File: config.mk
export PLATFORM = sky130hd
export DESIGN_NAME = lfu_morris_counter_update_flat
export DESIGN_NICKNAME = d
export VERILOG_FILES = /design/src/lfumc_pkg.sv /design/src/lfumc_in_if.sv /design/src/lfumc_out_if.sv /design/src/lfumc_div_stage.sv /design/src/lfu_morris_counter_update.sv /design/src/flat_wrapper.sv
export SDC_FILE = /design/constraint.sdc
export NUM_CORES = 1
export LEC_CHECK = 0
export BUFFER_PORTS_ARGS = -buffer_cell sky130_fd_sc_hd__buf_2
export CORE_MARGIN = 3
export CORE_UTILIZATION = 45
export DETAILED_ROUTE_END_ITERATION = 8
export GPL_TIMING_DRIVEN = 0
export SLEW_MARGIN = 5
export SYNTH_ARGS = -nofsm -noshare
export SYNTH_HDL_FRONTEND = slang
export SYNTH_SLANG_ARGS = --single-unit
File: constraint.sdc
create_clock -name clk -period 8 [get_ports clk]
set_input_delay 1.2 -clock clk [delete_from_list [all_inputs] [get_ports clk]]
set_output_delay 1.2 -clock clk [all_outputs]
set_load 0.1 [all_outputs]
File: src/lfumc_pkg.sv
// ----------------------------------------------------------------------------
// lfumc_pkg: shared types and constants for the LFU counter update pipeline
// Widths, register map and the payload carried through the divide stages.
// ----------------------------------------------------------------------------
package lfumc_pkg;

	localparam int STAMP_BITS  = 16;
	localparam int RANDOM_BITS = 16;
	localparam int CNT_BITS    = 8;
	localparam int FACTOR_BITS = 8;
	localparam int PERIOD_BITS = 16;

	// quotient bits resolved by each divide stage, and the stage count
	localparam int DIV_PER_STAGE = 2;
	localparam int DIV_STAGES    = CNT_BITS / DIV_PER_STAGE;

	// remainder compare width: widest operand plus the quotient shift
	localparam int CMP_BITS = ((STAMP_BITS > PERIOD_BITS) ? STAMP_BITS : PERIOD_BITS)
		+ CNT_BITS;

	localparam int PROD_BITS = CNT_BITS + FACTOR_BITS;
	localparam int TEST_BITS = RANDOM_BITS + PROD_BITS;
	localparam int SHIFT_BITS = $clog2(CNT_BITS);

	localparam logic [CNT_BITS-1:0] CNT_BASE = CNT_BITS'(5);
	localparam logic [CNT_BITS-1:0] CNT_MAX  = CNT_BITS'(255);

	// APB register map, selected by paddr[2]
	localparam int ADDR_BITS = 3;
	localparam logic REG_LOG_FACTOR   = 1'b0;
	localparam logic REG_DECAY_PERIOD = 1'b1;

	localparam logic [FACTOR_BITS-1:0] LOG_FACTOR_RST   = FACTOR_BITS'(10);
	localparam logic [PERIOD_BITS-1:0] DECAY_PERIOD_RST = PERIOD_BITS'(1);

	typedef struct packed {
		logic [STAMP_BITS-1:0]  rem;
		logic [CNT_BITS-1:0]    quo;
		logic                   sat;
		logic                   keep;
		logic [CNT_BITS-1:0]    count;
		logic [RANDOM_BITS-1:0] rnd;
		logic [STAMP_BITS-1:0]  now;
	} lfumc_div_t;

endpackage

File: src/lfumc_in_if.sv
// ----------------------------------------------------------------------------
// lfumc_in_if: access channel
// One beat carries an entry's stamp, counter, current minute and random draw.
// ----------------------------------------------------------------------------
interface lfumc_in_if;
	import lfumc_pkg::*;

	logic                   valid;
	logic                   ready;
	logic [STAMP_BITS-1:0]  stamp_minutes;
	logic [CNT_BITS-1:0]    count_in;
	logic [STAMP_BITS-1:0]  cur_minutes;
	logic [RANDOM_BITS-1:0] random_fraction;

	modport source (
		output valid, stamp_minutes, count_in, cur_minutes, random_fraction,
		input  ready
	);
	modport sink (
		input  valid, stamp_minutes, count_in, cur_minutes, random_fraction,
		output ready
	);
endinterface

File: src/lfumc_out_if.sv
// ----------------------------------------------------------------------------
// lfumc_out_if: result channel
// One beat carries the decayed counter, the new counter, the flag and stamp.
// ----------------------------------------------------------------------------
interface lfumc_out_if;
	import lfumc_pkg::*;

	logic                  valid;
	logic                  ready;
	logic [CNT_BITS-1:0]   decayed_count;
	logic [CNT_BITS-1:0]   count_out;
	logic                  incremented;
	logic [STAMP_BITS-1:0] stamp_out;

	modport source (
		output valid, decayed_count, count_out, incremented, stamp_out,
		input  ready
	);
	modport sink (
		input  valid, decayed_count, count_out, incremented, stamp_out,
		output ready
	);
endinterface

File: src/lfumc_div_stage.sv
// ----------------------------------------------------------------------------
// lfumc_div_stage: one registered stage of the decay-step divider
// Resolves two quotient bits of elapsed / decay_period by restoring steps.
// ----------------------------------------------------------------------------
module lfumc_div_stage (
	input  logic                                clk,
	input  logic                                arst_n,
	input  logic                                en,
	input  logic                                in_valid,
	input  lfumc_pkg::lfumc_div_t               in_d,
	input  logic [lfumc_pkg::PERIOD_BITS-1:0]   period,
	input  logic [lfumc_pkg::SHIFT_BITS-1:0]    top_bit,
	output logic                                out_valid,
	output lfumc_pkg::lfumc_div_t               out_d
);
	import lfumc_pkg::*;

	lfumc_div_t mid_d;
	lfumc_div_t nxt_d;

	function automatic lfumc_div_t div_step(input lfumc_div_t d,
		input logic [PERIOD_BITS-1:0] p, input logic [SHIFT_BITS-1:0] k);
		logic [CMP_BITS-1:0] r_ext;
		logic [CMP_BITS-1:0] p_ext;
		lfumc_div_t          o;
		o     = d;
		r_ext = CMP_BITS'(d.rem);
		p_ext = CMP_BITS'(p) << k;
		if (r_ext >= p_ext) begin
			// p_ext never exceeds rem here, so the truncation is exact
			o.rem    = d.rem - STAMP_BITS'(p_ext);
			o.quo[k] = 1'b1;
		end
		return o;
	endfunction

	always_comb begin
		mid_d = div_step(in_d, period, top_bit);
		nxt_d = div_step(mid_d, period, top_bit - SHIFT_BITS'(1));
	end

	always_ff @(posedge clk or negedge arst_n) begin
		if (!arst_n) begin
			out_valid <= 1'b0;
		end else if (en) begin
			out_valid <= in_valid;
		end
	end

	always_ff @(posedge clk) begin
		if (en && in_valid) begin
			out_d <= nxt_d;
		end
	end

endmodule

File: src/lfu_morris_counter_update.sv
// ----------------------------------------------------------------------------
// lfu_morris_counter_update: LFU access-counter aging and Morris increment
// Ages an 8-bit logarithmic counter by elapsed minutes / decay period, then
// applies a probabilistic increment whose odds fall as the counter grows.
//
//   channel   dir  handshake       payload
//   access    in   valid/ready     stamp_minutes, count_in, cur_minutes,
//                                  random_fraction
//   result    out  valid/ready     decayed_count, count_out, incremented,
//                                  stamp_out
//   apb       in   psel/penable    log_factor @0x0, decay_period @0x4
//
// One beat enters per cycle unless every stage is full and the result stalls;
// each result is offered once its access beat has passed the nine register
// stages: front stage, four two-bit divide stages, decay select, two multiply
// stages, output register. The divider and multipliers set the depth.
// Each stage holds while its successor is full and stalled, so empty slots
// are filled and access beats are still taken while a result waits, until
// every stage holds a beat.
// arst_n clears all valid bits and loads the register reset values.
// ----------------------------------------------------------------------------
module lfu_morris_counter_update (
	input  logic                              clk,
	input  logic                              arst_n,
	input  logic                              psel,
	input  logic                              penable,
	input  logic                              pwrite,
	input  logic [lfumc_pkg::ADDR_BITS-1:0]   paddr,
	input  logic [31:0]                       pwdata,
	output logic [31:0]                       prdata,
	output logic                              pready,
	lfumc_in_if.sink                          access,
	lfumc_out_if.source                       result
);
	import lfumc_pkg::*;

	// configuration
	logic [FACTOR_BITS-1:0] log_factor_q;
	logic [PERIOD_BITS-1:0] decay_period_q;

	// front stage
	logic                  v_s1;
	lfumc_div_t            d_s1;
	lfumc_div_t            front_d;
	logic [STAMP_BITS-1:0] elapsed;
	logic                  en_s1;

	// divide stages
	logic                  div_v  [DIV_STAGES];
	lfumc_div_t            div_d  [DIV_STAGES];
	logic                  div_en [DIV_STAGES];

	// decay select
	logic                   v_s6;
	logic [CNT_BITS-1:0]    dec_s6;
	logic [CNT_BITS-1:0]    base_s6;
	logic [RANDOM_BITS-1:0] rnd_s6;
	logic [STAMP_BITS-1:0]  now_s6;
	logic                   en_s6;
	lfumc_div_t             last_d;
	logic [CNT_BITS-1:0]    dec_nxt;

	// first multiply
	logic                   v_s7;
	logic [CNT_BITS-1:0]    dec_s7;
	logic [PROD_BITS-1:0]   scale_s7;
	logic [RANDOM_BITS-1:0] rnd_s7;
	logic [STAMP_BITS-1:0]  now_s7;
	logic                   en_s7;

	// second multiply
	logic                   v_s8;
	logic [CNT_BITS-1:0]    dec_s8;
	logic [TEST_BITS-1:0]   test_s8;
	logic [STAMP_BITS-1:0]  now_s8;
	logic                   en_s8;
	logic [PROD_BITS-1:0]   denom;

	// output register
	logic                  v_s9;
	logic [CNT_BITS-1:0]   dec_s9;
	logic [CNT_BITS-1:0]   cnt_s9;
	logic                  inc_s9;
	logic [STAMP_BITS-1:0] now_s9;
	logic                  en_s9;
	logic                  take;

	// ------------------------------------------------------------------
	// APB registers
	// ------------------------------------------------------------------
	assign pready = 1'b1;

	always_ff @(posedge clk or negedge arst_n) begin
		if (!arst_n) begin
			log_factor_q   <= LOG_FACTOR_RST;
			decay_period_q <= DECAY_PERIOD_RST;
		end else if (psel && penable && pwrite) begin
			case (paddr[2])
				REG_LOG_FACTOR:   log_factor_q   <= pwdata[FACTOR_BITS-1:0];
				REG_DECAY_PERIOD: decay_period_q <= pwdata[PERIOD_BITS-1:0];
				default:          log_factor_q   <= log_factor_q;
			endcase
		end
	end

	always_comb begin
		case (paddr[2])
			REG_LOG_FACTOR:   prdata = 32'(log_factor_q);
			REG_DECAY_PERIOD: prdata = 32'(decay_period_q);
			default:          prdata = '0;
		endcase
	end

	// ------------------------------------------------------------------
	// Stage enables: a stage advances when empty or when its successor does
	// ------------------------------------------------------------------
	assign en_s9 = !v_s9 || result.ready;
	assign en_s8 = !v_s8 || en_s9;
	assign en_s7 = !v_s7 || en_s8;
	assign en_s6 = !v_s6 || en_s7;
	assign div_en[DIV_STAGES-1] = !div_v[DIV_STAGES-1] || en_s6;
	for (genvar j = 0; j < DIV_STAGES - 1; j++) begin : g_en
		assign div_en[j] = !div_v[j] || div_en[j+1];
	end
	assign en_s1 = !v_s1 || div_en[0];
	assign access.ready = en_s1;

	// ------------------------------------------------------------------
	// Front: elapsed minutes with a single wrap (one short on wrap)
	// ------------------------------------------------------------------
	always_comb begin
		elapsed = access.cur_minutes - access.stamp_minutes
			- STAMP_BITS'(access.cur_minutes < access.stamp_minutes);
		front_d.rem   = elapsed;
		front_d.quo   = '0;
		// quotient of 256 or more clears any counter
		front_d.sat   = CMP_BITS'(elapsed) >= (CMP_BITS'(decay_period_q) << CNT_BITS);
		front_d.keep  = (decay_period_q == '0);
		front_d.count = access.count_in;
		front_d.rnd   = access.random_fraction;
		front_d.now   = access.cur_minutes;
	end

	always_ff @(posedge clk or negedge arst_n) begin
		if (!arst_n) begin
			v_s1 <= 1'b0;
		end else if (en_s1) begin
			v_s1 <= access.valid;
		end
	end

	always_ff @(posedge clk) begin
		if (en_s1 && access.valid) begin
			d_s1 <= front_d;
		end
	end

	// ------------------------------------------------------------------
	// Divider: two quotient bits per stage, most significant first
	// ------------------------------------------------------------------
	for (genvar j = 0; j < DIV_STAGES; j++) begin : g_div
		if (j == 0) begin : g_first
			lfumc_div_stage u_stage (
				.clk       (clk),
				.arst_n    (arst_n),
				.en        (div_en[j]),
				.in_valid  (v_s1),
				.in_d      (d_s1),
				.period    (decay_period_q),
				.top_bit   (SHIFT_BITS'(CNT_BITS - 1 - DIV_PER_STAGE * j)),
				.out_valid (div_v[j]),
				.out_d     (div_d[j])
			);
		end else begin : g_next
			lfumc_div_stage u_stage (
				.clk       (clk),
				.arst_n    (arst_n),
				.en        (div_en[j]),
				.in_valid  (div_v[j-1]),
				.in_d      (div_d[j-1]),
				.period    (decay_period_q),
				.top_bit   (SHIFT_BITS'(CNT_BITS - 1 - DIV_PER_STAGE * j)),
				.out_valid (div_v[j]),
				.out_d     (div_d[j])
			);
		end
	end

	// ------------------------------------------------------------------
	// Decay select and increment base
	// ------------------------------------------------------------------
	assign last_d = div_d[DIV_STAGES-1];

	always_comb begin
		if (last_d.keep) begin
			dec_nxt = last_d.count;
		end else if (last_d.sat || (last_d.quo > last_d.count)) begin
			dec_nxt = '0;
		end else begin
			dec_nxt = last_d.count - last_d.quo;
		end
	end

	always_ff @(posedge clk or negedge arst_n) begin
		if (!arst_n) begin
			v_s6 <= 1'b0;
		end else if (en_s6) begin
			v_s6 <= div_v[DIV_STAGES-1];
		end
	end

	always_ff @(posedge clk) begin
		if (en_s6 && div_v[DIV_STAGES-1]) begin
			dec_s6  <= dec_nxt;
			base_s6 <= (dec_nxt > CNT_BASE) ? dec_nxt - CNT_BASE : '0;
			rnd_s6  <= last_d.rnd;
			now_s6  <= last_d.now;
		end
	end

	// ------------------------------------------------------------------
	// Multiply: base * log_factor, then r * (that + 1)
	// ------------------------------------------------------------------
	always_ff @(posedge clk or negedge arst_n) begin
		if (!arst_n) begin
			v_s7 <= 1'b0;
		end else if (en_s7) begin
			v_s7 <= v_s6;
		end
	end

	always_ff @(posedge clk) begin
		if (en_s7 && v_s6) begin
			dec_s7   <= dec_s6;
			scale_s7 <= PROD_BITS'(base_s6) * PROD_BITS'(log_factor_q);
			rnd_s7   <= rnd_s6;
			now_s7   <= now_s6;
		end
	end

	// base is at most 250, so the denominator cannot overflow
	assign denom = scale_s7 + PROD_BITS'(1);

	always_ff @(posedge clk or negedge arst_n) begin
		if (!arst_n) begin
			v_s8 <= 1'b0;
		end else if (en_s8) begin
			v_s8 <= v_s7;
		end
	end

	always_ff @(posedge clk) begin
		if (en_s8 && v_s7) begin
			dec_s8  <= dec_s7;
			test_s8 <= TEST_BITS'(rnd_s7) * TEST_BITS'(denom);
			now_s8  <= now_s7;
		end
	end

	// ------------------------------------------------------------------
	// Increment decision and output register
	// ------------------------------------------------------------------
	assign take = (dec_s8 != CNT_MAX) && (test_s8[TEST_BITS-1:RANDOM_BITS] == '0);

	always_ff @(posedge clk or negedge arst_n) begin
		if (!arst_n) begin
			v_s9 <= 1'b0;
		end else if (en_s9) begin
			v_s9 <= v_s8;
		end
	end

	always_ff @(posedge clk) begin
		if (en_s9 && v_s8) begin
			dec_s9 <= dec_s8;
			cnt_s9 <= dec_s8 + CNT_BITS'(take);
			inc_s9 <= take;
			now_s9 <= now_s8;
		end
	end

	assign result.valid         = v_s9;
	assign result.decayed_count = dec_s9;
	assign result.count_out     = cnt_s9;
	assign result.incremented   = inc_s9;
	assign result.stamp_out     = now_s9;

endmodule
File: src/flat_wrapper.sv
// flat-port wrapper written by rule: the top's interface ports become plain ports
module lfu_morris_counter_update_flat import lfumc_pkg::*;
  (clk, arst_n, psel, penable, pwrite, paddr, pwdata, prdata, pready, access_valid, access_stamp_minutes, access_count_in, access_cur_minutes, access_random_fraction, access_ready, result_valid, result_decayed_count, result_count_out, result_incremented, result_stamp_out, result_ready);
  lfumc_in_if access_i ();
  lfumc_out_if result_i ();
  input  logic clk;
  input  logic arst_n;
  input  logic psel;
  input  logic penable;
  input  logic pwrite;
  input  logic [lfumc_pkg::ADDR_BITS-1:0] paddr;
  input  logic [31:0] pwdata;
  output logic [31:0] prdata;
  output logic pready;
  input wire logic [$bits(access_i.valid)-1:0] access_valid;
  input wire logic [$bits(access_i.stamp_minutes)-1:0] access_stamp_minutes;
  input wire logic [$bits(access_i.count_in)-1:0] access_count_in;
  input wire logic [$bits(access_i.cur_minutes)-1:0] access_cur_minutes;
  input wire logic [$bits(access_i.random_fraction)-1:0] access_random_fraction;
  output wire logic [$bits(access_i.ready)-1:0] access_ready;
  output wire logic [$bits(result_i.valid)-1:0] result_valid;
  output wire logic [$bits(result_i.decayed_count)-1:0] result_decayed_count;
  output wire logic [$bits(result_i.count_out)-1:0] result_count_out;
  output wire logic [$bits(result_i.incremented)-1:0] result_incremented;
  output wire logic [$bits(result_i.stamp_out)-1:0] result_stamp_out;
  input wire logic [$bits(result_i.ready)-1:0] result_ready;
  assign access_i.valid = access_valid;
  assign access_i.stamp_minutes = access_stamp_minutes;
  assign access_i.count_in = access_count_in;
  assign access_i.cur_minutes = access_cur_minutes;
  assign access_i.random_fraction = access_random_fraction;
  assign access_ready = access_i.ready;
  assign result_valid = result_i.valid;
  assign result_decayed_count = result_i.decayed_count;
  assign result_count_out = result_i.count_out;
  assign result_incremented = result_i.incremented;
  assign result_stamp_out = result_i.stamp_out;
  assign result_i.ready = result_ready;
  lfu_morris_counter_update u_core (.clk(clk), .arst_n(arst_n), .psel(psel), .penable(penable), .pwrite(pwrite), .paddr(paddr), .pwdata(pwdata), .prdata(prdata), .pready(pready), .access(access_i), .result(result_i));
endmodule
* After elaboration in Yosys (flattened, before gate mapping)
Cells that the tools add are included.
** Storage, ports and cells
- Input port bits :: 98
- Output and inout port bits :: 68
- Register bits after elaboration :: 532
- Logic and storage cells :: 137
** Operators by class
- $lt $le $gt $ge :: 12
- Reduce and logical (&&, ||, !) cells :: 35
- $add $sub $neg :: 13
- Multiply operators :: 2
- Mux-type cells :: 10
- Bitwise gates (word level) :: 1
- Eq/ne operators :: 1
** Operator list (count)
- $mux 24 :: 7
- $sub 16x16->16 :: 8
- $pmux 32 s2 :: 1
- $logic_not 16->1 :: 2
- $mul 16x16->32 :: 1
- $ge 16x24->1 :: 1
- $ge 16x23->1 :: 1
- $ge 16x22->1 :: 1
- $ge 16x21->1 :: 1
- $ge 16x20->1 :: 1
- $ge 16x19->1 :: 1
- $ge 16x18->1 :: 1
- $ge 16x17->1 :: 1
- $add 16x1->16 const B :: 1
- $ge 16x16->1 :: 1
- $lt 16x16->1 :: 1
- $mul 8x8->16 :: 1
- $mux 8 :: 2
- $sub 16x1->16 :: 1
- $logic_and 1x1->1 :: 12
- $logic_or 1x1->1 :: 10
- $logic_not 1->1 :: 9
- $add 8x1->8 :: 1
- $gt 8x3->1 const B :: 1
- other kinds (6) :: 7

* Depth between registers and ports, before layout
- Depth after elaboration :: 11
- Depth in mapped cells :: 30
- Mapped depth without buffers :: 30

* Modules after synthesis
Synthesis repeated with hierarchy kept, for this count alone.
** Second synthesis, totals
- Cell total of the unflattened synthesis :: 4040
- Area total of the unflattened synthesis :: 42361.9 sq um
** By module, submodules not included
- lfu_morris_counter_update :: instances 1, area an instance 21105.2 sq um, cells an instance 1873, sequential area each 7786.2 sq um
- lfumc_div_stage at u_core.g_div[2].g_next.u_stage :: instances 1, area an instance 5465.2 sq um, cells an instance 565, sequential area each 2006.9 sq um
- lfumc_div_stage at u_core.g_div[0].g_first.u_stage :: instances 1, area an instance 5408.9 sq um, cells an instance 548, sequential area each 2006.9 sq um
- lfumc_div_stage at u_core.g_div[1].g_next.u_stage :: instances 1, area an instance 5205.0 sq um, cells an instance 527, sequential area each 2006.9 sq um
- lfumc_div_stage at u_core.g_div[3].g_next.u_stage :: instances 1, area an instance 5177.5 sq um, cells an instance 527, sequential area each 2006.9 sq um

* Worst setup path before layout
No wires, ideal clock.
- Kind :: flip-flop to flip-flop
- From :: reg u_core.scale_s7[0]
- To :: reg u_core.test_s8[20], data pin
- Stages on the path, launching flop included :: 26
- Data arrival time :: 6.751 ns
- Clock period less this slack :: 7.013 ns
- Required time :: 7.738 ns
- Library setup time :: 0.262 ns
- Buffers on the path :: 1
- Setup slack :: 0.987 ns
- Cells stage by stage :: edfxtp_1 > ha_1 > and3_1 > nand3_1 > xor2_1 > clkbuf_1 > nor2b_1 > fa_1 > inv_1 > fa_1 > fa_1 > fa_1 > inv_1 > fa_1 > inv_1 > fa_1 > inv_1 > ha_1 > a2111oi_0 > o21ai_0 > a2111oi_0 > nor2_1 > a21o_1 > a31oi_1 > o21bai_1 > xor2_1
** Between the ends
- Longest elaborated chain between the ends :: 2
** Ends and longest elaborated chain
- start, declared :: line lfu_morris_counter_update.sv:66 : logic [PROD_BITS-1:0] scale_s7;
- start signal, assigned :: line lfu_morris_counter_update.sv:235 : scale_s7 <= PROD_BITS'(base_s6) * PROD_BITS'(log_factor_q);
- $add 16x1->16 :: line lfu_morris_counter_update.sv:242 : assign denom = scale_s7 + PROD_BITS'(1);
- $mul 16x16->32 :: line lfu_morris_counter_update.sv:255 : test_s8 <= TEST_BITS'(rnd_s7) * TEST_BITS'(denom);
- end signal, assigned :: line lfu_morris_counter_update.sv:255
- end, declared :: line lfu_morris_counter_update.sv:74 : logic [TEST_BITS-1:0] test_s8;
No other way between the ends.
A chain may end at the register's enable or synchronous reset.

* Worst setup path after layout
- From :: reg u_core.scale_s7[2]
- To :: reg u_core.test_s8[31], data pin
Same word-level chain as after synthesis.

==> results_dict.tcl <==
set metrics [dict create \
    outcome "finished, final reports clean" \
    synth_top_family_by_area "adder cells" \
    start_kind "register" \
    cp_max_fo 10 \
    synth_commonest_cells "edfxtp_1, inv_1, ha_1" \
    grtUsageMet3_pct 2.189 \
    maxCapViolCount 0 \
    grt_max_degree 59 \
    avgViaCountPerCell 5.123 \
    synth_edf_count 471 \
    overflow 0 \
    fin_crit_ps 7639 \
    die_height_um 278.1 \
    synth-seq-cells 504 \
    critical_path_required_ps 8340 \
    synth-seq-area-share_pct 44.93 \
    grt.busiest_layer "met2" \
    drc 0 \
    hold_class "reg2reg" \
    crit_chain "nand3_1 > nor2_1 > and3_2 > nor2b_4 > nand3_1 > xnor2_4 > clkbuf_4 > nand2_1 > fa_1 > fa_1 > inv_1 > fa_1 > fa_1 > fa_1 > fa_1 > ha_1 > a21o_1 > or2_2 > a2111oi_4 > o31ai_4 > a21oi_4 > o21ai_1 > o41ai_2 > xnor2_1" \
    cp-end-kind "register" \
    synth.area.mux_share_pct 3.113 \
    min-delay-start "u_core.dec_s7[5]" \
    num_io_pins 166 \
    clock_sinks 504 \
    drive_above_1_share_pct 12.91 \
    cts.clk_slew.worst_paths_ps 60 \
    h-tree-depth 2 \
    numPortBuffers 129 \
    dp_hpwl_mm 57.83 \
    synthTopCellsByArea "edfxtp_1, fa_1, ha_1, inv_1, nand2_1" \
    syn_area_per_cell_um2 12.04 \
    holdWs_ps 374.7 \
    grtUsageMet2_pct 34.82 \
    cp.arrival_ps 7980 \
    cp_common_cell "fa_1" \
    grt.total_usage_pct 19.20 \
    setup-tns-final_ps 0 \
    grt_antenna_before_repair 1 \
    finalMaxSlewViolations 0 \
    r2r_start "u_core.scale_s7[2]" \
    tightest_slew_ps 934.0 \
    cts_tree "yes" \
    yosysTopAreaCellShare_pct 42.45 \
    fmax_mhz 130.9 \
    dpl.cell_count 3882 \
    yosysMostFrequentCell "edfxtp_1" \
    nets 3623 \
    initial_core_util_pct 45.52 \
    clk_latency_ps 610 \
    synth_compound_area_share_pct 6.594 \
    area_delta_synth_final_pct 12.89 \
    fin_crit_sh_pct 95.49 \
    first_iter_violations 930 \
    cp_top_family "adder cells" \
    cts-root-buf "clkbuf_16" \
    synthXorXnorAreaFrac_pct 3.443 \
    clock_skew_ps 55.83 \
    largest_reg_flops 176 \
    setup_viol 0 \
    wl_per_cell_um 18.38 \
    reg.largest.list "u_core.g_div.g_next.u_stage.out_d x176, u_core.g_div.g_first.u_stage.out_d x60, u_core.d_s1 x58" \
    synthAdderAreaFrac_pct 25.66 \
    grt_use_met1_pct 23.79 \
    netlist_area_um2 33320 \
    grt_pass1_vias 21910 \
    place_congestion 0.9282 \
    numCtsBuffers 54 \
    antenna_left 0 \
    hold_viol 0 \
    max_stage_delay_ps 540 \
    dieWidth_um 278.1 \
    grt_pass1_wl_mm 117.5 \
    top_register "u_core.g_div.g_next.u_stage.out_d" \
    core_um2 73210 \
    slew_headroom_pct 37.74 \
    synth_cells 2767 \
    ys_warn_count 0 \
    synth-async-reset-ratio_pct 6.548 \
    cp-startpoint "u_core.scale_s7[2]" \
    totalWireLength_mm 73.30 \
    dr.pass1.iters 5 \
    max-clock-path-buffers 3 \
    slowest_stage "fa_1" \
    std_cell_rows 99 \
    vias 20430 \
    die_area_um2 77350 \
    cp_num_buf_inv 2 \
    crit_type "reg2reg" \
    synth_top_area_cell "edfxtp_1" \
    yosys.area_share.simple_pct 10.30 \
    fin_cells 3989 \
    synth_top_flop_cell "edfxtp_1" \
    synth_cell_types 79 \
]
cell families after synthesis:
kind of cell | count (synthesis)
compound gates | 320
xor+xnor | 131
fa+ha+maj | 540
buf+inv | 505
flops | 504
mux | 93
other cells | 2
simple gates | 672
cells in the final DEF (no fill, tap or decap), types with 11 or more instances in the layout:
cell	instances
a21o_1	41
o21bai_1	18
o21ai_0	47
and3_1	14
nand2b_1	30
and2_1	120
conb_1	17
buf_4	27
fa_1	239
ha_1	301
nor3_1	28
nor2b_1	64
a21oi_1	73
mux2_1	12
nand2_1	221
nor2_1	74
clkbuf_1	49
a211oi_1	13
nor4_1	11
clkbuf_16	54
mux2_2	73
edfxtp_1	471
inv_1	433
xnor2_1	82
nand3_1	38
nand4_1	17
or3_1	11
o21a_1	22
xor2_1	37
a31oi_1	12
buf_2	134
o21ai_1	15
dfrtp_1	30
or2_2	11
final timing paths:
path                                     endpoint  slack (ps)  cells after the start
max reg2reg                    u_core.test_s8[31]         360                     24
min reg2reg                      u_core.dec_s8[5]         370                      0
min in group asynchronous  u_core.log_factor_q[5]         740                      1
max                            u_core.test_s8[31]         360                     24
max in group asynchronous  u_core.log_factor_q[0]        6640                      1
min                              u_core.dec_s8[5]         370                      0
per-stage QoR:
step           area, um2  util (%)  worst slack [ps]
6_report           37620     51.38             360.9
5_1_grt            37610     51.38            -9.500
4_1_cts            37490     51.21             40.00
3_5_place_dp       35570     48.58            -516.8
3_3_place_gp       35220     48.12            -478.7
2_1_floorplan      33380         -             986.7
timing repair:
action	in CTS	in global routing
endpoints found under the hold margin	0	0
hold buffers	0	0
buffers inserted	1	6
resized for setup	24	22
pin swaps	1	2
endpoints found under the setup margin	14	12
cell type report:
cell class | count | area [um2]
clock inverters | 31 | 356.6
well taps | 959 | 1200
fillers | 6321 | 35590
multi-input cells | 1773 | 16680
diodes | 1 | 2.502
clock buffers | 69 | 1418
inverters | 434 | 1629
repair buffers | 148 | 985.9
flip-flops and latches | 504 | 14970
plain buffers | 70 | 366.6
worst register-to-register path: stages (launching register included):
cell       delay [ps]
edfxtp_1          380
nand3_1           130
nor2_1            240
and3_2            300
nor2b_4           240
nand3_1           210
xnor2_4           370
clkbuf_4          320
nand2_1           100
fa_1              490
fa_1              540
inv_1              50
fa_1              500
fa_1              520
fa_1              520
fa_1              500
ha_1              320
a21o_1            190
or2_2             330
a2111oi_4         350
o31ai_4           160
a21oi_4           180
o21ai_1           120
o41ai_2           250
xnor2_1           100
per-layer routing:
metal / vias to the layer above / share of wire, %
met3: 121 / 3.5
met4: 0 / 3.3
li1: 9819 / -
met1: 10100 / 42
met2: 392 / 51
met5: - / 0
Power is not shown: default switching activity piles up to over one toggle a cycle in this logic, so the estimate is an artifact.
